<file path="src/sv/mrp_pd_attitude_torque_core_assert.svh">
// ----------------------------------------------------------------------------
// Assertion macros for the MRP PD attitude torque core
// Clocked on clk, disabled while arst_n is low.
// ----------------------------------------------------------------------------
`ifndef MRP_PD_ATTITUDE_TORQUE_CORE_ASSERT_SVH
`define MRP_PD_ATTITUDE_TORQUE_CORE_ASSERT_SVH

// same-cycle implication
`define MRPT_ASSERT_IMP(name, ante, cons, msg) \
	name: assert property (@(posedge clk) disable iff (!arst_n) (ante) |-> (cons)) \
		else $error(msg);

// next-cycle implication
`define MRPT_ASSERT_NXT(name, ante, cons, msg) \
	name: assert property (@(posedge clk) disable iff (!arst_n) (ante) |=> (cons)) \
		else $error(msg);

// implication after a fixed number of cycles
`define MRPT_ASSERT_DLY(name, ante, dly, cons, msg) \
	name: assert property (@(posedge clk) disable iff (!arst_n) (ante) |-> ##dly (cons)) \
		else $error(msg);

`endif

</file>
<file path="src/sv/mrpt_mul.sv">
// ----------------------------------------------------------------------------
// mrpt_mul
// Two-stage signed multiplier: b is split in halves, the two partial
// products are registered, then summed and truncated to P_W bits.
// ----------------------------------------------------------------------------
module mrpt_mul #(
	parameter int A_W = 21,
	parameter int B_W = 25,
	parameter int P_W = 46
) (
	input  logic                  clk,
	input  logic signed [A_W-1:0] a,
	input  logic signed [B_W-1:0] b,
	output logic signed [P_W-1:0] p
);

	localparam int BL_W   = B_W / 2;
	localparam int BH_W   = B_W - BL_W;
	localparam int FULL_W = A_W + B_W;

	logic signed [BH_W-1:0]       b_hi;
	logic        [BL_W-1:0]       b_lo;
	logic signed [A_W+BH_W-1:0]   pp_hi_c;
	logic signed [A_W+BL_W:0]     pp_lo_c;
	logic signed [A_W+BH_W-1:0]   pp_hi_s1;
	logic signed [A_W+BL_W:0]     pp_lo_s1;
	logic signed [FULL_W-1:0]     sum_c;

	// partial products: signed upper half, unsigned lower half
	always_comb begin
		b_hi    = b[B_W-1:BL_W];
		b_lo    = b[BL_W-1:0];
		pp_hi_c = (A_W+BH_W)'(a) * (A_W+BH_W)'(b_hi);
		pp_lo_c = (A_W+BL_W+1)'(a) * (A_W+BL_W+1)'($signed({1'b0, b_lo}));
	end

	always_ff @(posedge clk) begin
		pp_hi_s1 <= pp_hi_c;
		pp_lo_s1 <= pp_lo_c;
	end

	// recombine, keep the low P_W bits
	always_comb begin
		sum_c = (FULL_W'(pp_hi_s1) <<< BL_W) + FULL_W'(pp_lo_s1);
	end

	always_ff @(posedge clk) begin
		p <= P_W'(sum_c);
	end

endmodule

</file>
<file path="config.mk">
export PLATFORM = sky130hd
export DESIGN_NAME = mrpt_mul
export DESIGN_NICKNAME = d
export VERILOG_FILES = /design/src/sv/mrp_pd_attitude_torque_core_assert.svh /design/src/sv/mrpt_mul.sv
export SDC_FILE = /design/constraint.sdc
export NUM_CORES = 1
export LEC_CHECK = 0
export BUFFER_PORTS_ARGS = -buffer_cell sky130_fd_sc_hd__buf_4
export CAP_MARGIN = 20
export CORE_ASPECT_RATIO = 1.25
export CORE_MARGIN = 3
export CORE_UTILIZATION = 59
export DETAILED_ROUTE_END_ITERATION = 8
export PLACE_DENSITY = 0.8
export SLEW_MARGIN = 10
export SYNTH_ARGS = -nofsm -noshare
export SYNTH_HDL_FRONTEND = slang
export SYNTH_SLANG_ARGS = --single-unit
</file>
<file path="constraint.sdc">
create_clock -name clk -period 5.3 [get_ports clk]
set_input_delay 0.53 -clock clk [delete_from_list [all_inputs] [get_ports clk]]
set_output_delay 0.53 -clock clk [all_outputs]
set_load 0.03 [all_outputs]
</file>
==> impl_metrics.json <==
{
  "drc": 0,
  "crit_chain": "buf_6 > buf_4 > nand2_1 > fa_2 > fa_1 > fa_1 > inv_1 > fa_1 > fa_1 > fa_1 > ha_4 > o21a_1 > o2111ai_2 > a21o_1 > a31o_4 > a21oi_4 > o41ai_4 > mux2i_1 > a2111oi_2",
  "drive_above_1_share": 0.1907,
  "period_minus_slack_ps": 5316,
  "clk_path_buf_depth": 2,
  "area.growth.synth_to_final_pct": 19.76,
  "cts-root-buf": "clkbuf_16",
  "vias_per_cell": 5.576,
  "finalClockSkew_ps": 16.44,
  "ys_seq_area_frac": 0.1019,
  "gr-total-overflow": 0,
  "status": "complete, but fails checks",
  "clock_sinks": 114,
  "startpoint_type": "input pin",
  "violations": "negative setup slack",
  "cp-startpoint": "a[5]",
  "syn_inst": 2418,
  "slew_headroom": 0.5433,
  "layout.cells.most_common": "inv_1",
  "drt-wirelength-per-cell_um": 18.22,
  "dp_hpwl_um": 46120,
  "core_mm2": 0.03736,
  "port_buffers": 92,
  "crit_path_end": "pp_hi_s1[33]",
  "synth_edf_count": 0,
  "yosysWarningCount": 0,
  "maxCapViolations": 0,
  "worst_slack_ps": -15.99,
  "fp.dieW_um": 180.3,
  "slowest_delay_ps": 550,
  "r2r_slack_ps": 1870,
  "synth_cell_type_count": 70,
  "cts_buffers": 17,
  "critPathMostFrequentCell": "fa_1",
  "r2r_end": "p[38]",
  "tightest_slew_ps": 684.1,
  "crit_slowest_cell": "fa_2",
  "hp-class": "reg -> reg",
  "ant_nets": 0,
  "setup_violations": 1,
  "clk_latency_ps": 430,
  "arrival_ps": 5630,
  "tritoncts": "done",
  "nets": 3444,
  "clock.fmax_mhz": 188.1,
  "slew_viol_final": 0,
  "setup.worst_path.class": "in -> reg",
  "synth_ff_type": "dfxtp_1",
  "insertedDiodeCount": 0,
  "grt_first_pass_wirelength_um": 95340,
  "grt_use_total": 0.2932,
  "drt_iter0_drc": 1196,
  "rsz0062_at_grt": "true",
  "syn_nets": 3137,
  "rows": 79,
  "ys_ff_latch": 114,
  "r2r-start": "pp_lo_s1[12]",
  "n_fill_cell": 2622,
  "worstPathMaxFanout": 8,
  "post-place-ws_ps": -586.9,
  "clk_pin_slew_ps": 80,
  "dieArea_mm2": 0.04036,
  "async_reset_ff_frac": 0,
  "r2r_cells": 11,
  "cp-end-kind": "flop",
  "grt_max_degree": 22,
  "finalCritPeriodShare": 1.003,
  "hold_viol_final": 0,
  "antenna_found_initial": 0,
  "cp.required_ps": 5620,
  "hold_buffers": 0,
  "first_global_vias": 20140,
  "dr.pass1.iters": 5,
  "netlist_area_mm2": 0.02240,
  "initial_utilization": 0.5995,
  "avgSynthCellArea_um2": 9.264,
  "routed_wirelength_um": 58750,
  "boundaryPins": 93,
  "die_h_um": 223.9,
  "final_cell_mix": "inv_1, fa_1, buf_4",
  "cts_htree_levels": 4,
  "vias": 17980,
  "gp_congestion": 0.9231
}
-- layer usage --
metal	wire length, um	vias to the layer above	GRT usage	part of all wire
li1	-	7921	-	-
met2	30850	701	0.5330	0.53
met3	3099	289	0.03654	0.053
met1	20170	9067	0.3229	0.34
met5	0	-	0	0
met4	4632	0	0.1912	0.079
-- cell families (layout without fill, tap and decap cells) --
logic type      count (synthesis)  in the layout  synth area share
simple gates                  681            681            0.1470
fa+ha+maj                     672            672            0.5359
buf+inv                       606            926            0.1034
compound gates                254            254           0.07597
flops                         114            114            0.1019
xor+xnor                       87             87           0.03402
mux                             4              4          0.001899
-- state kept, by name, summed over array words and instances (netlist names) --
name	flops
p	46
pp_hi_s1	34
pp_lo_s1	34
-- cell type report --
class | count | area (um^2) | area share
clock inverters | 14 | 103.9 | 0.003871
well taps | 486 | 608.1 | 0.02267
clock buffers | 18 | 439.2 | 0.01637
inverters | 504 | 1892 | 0.07052
flip-flops and latches | 114 | 2282 | 0.08507
multi-input cells | 1698 | 18230 | 0.6797
repair buffers | 390 | 3267 | 0.1218
-- worst min path at each step --
stage / from / endpoint / slack (ps) / depth (start not counted)
2_1_floorplan: pp_lo_s1[0] / p[0] / 310 / 0
3_3_place_gp: pp_lo_s1[4] / p[4] / 310 / 0
3_5_place_dp: pp_lo_s1[0] / p[0] / 310 / 0
4_1_cts: pp_lo_s1[5] / p[5] / 330 / 0
5_1_grt: pp_lo_s1[0] / p[0] / 330 / 0
6_report: pp_lo_s1[5] / p[5] / 320 / 0
-- Yosys cell counts (all sizes together) (8+ instances only) --
master,instances,area share
nand3,18,0.0040
a211oi,11,0.0039
a21oi,73,0.016
xnor2,66,0.026
o21a,10,0.0034
clkbuf,94,0.016
inv,504,0.084
nor2,42,0.0070
xor2,21,0.0082
nor2b,22,0.0061
a21o,43,0.015
o21bai,14,0.0047
fa,479,0.43
and2,204,0.057
nand2b,11,0.0031
and3,8,0.0025
nand2,342,0.057
ha,193,0.11
o21ai,40,0.0089
dfxtp,114,0.10
nor3,12,0.0027
-- worst max-delay path, delay by kind of cell --
family / cells / cell delay [ps]
AO/OA/AOI/OAI: 7 / 1270
adder cells (fa/ha/maj): 7 / 3160
buffers and inverters: 3 / 440
multiplexers: 1 / 140
AND/OR/NAND/NOR: 1 / 100
-- stage by stage --
| step | utilization | setup TNS [ps] | hold WS, ps | cell area (um^2) | std cells |
|---|---|---|---|---|---|
| 3_3_place_gp | 0.6861 | -8580 | 310.6 | 25640 | 3179 |
| 4_1_cts | 0.7052 | -43.27 | 325.2 | 26350 | 3213 |
| 6_report | 0.7180 | -15.99 | 319.4 | 26830 | 3224 |
| 2_1_floorplan | - | -286.2 | 309.6 | 22480 | 2418 |
| 3_5_place_dp | 0.6861 | -10670 | 312.1 | 25640 | 3179 |
| 5_1_grt | 0.7180 | -878.2 | 329.1 | 26830 | 3224 |
-- what timing repair did --
item	in CTS	in global routing
gates resized for setup	40	84
pin swaps	5	42
setup buffers	2	9
cloned	0	2
setup endpoints to repair	12	30
endpoints found under the hold margin	0	0
Power is not shown: default switching activity piles up to over one toggle a cycle in this logic, so the estimate is an artifact.
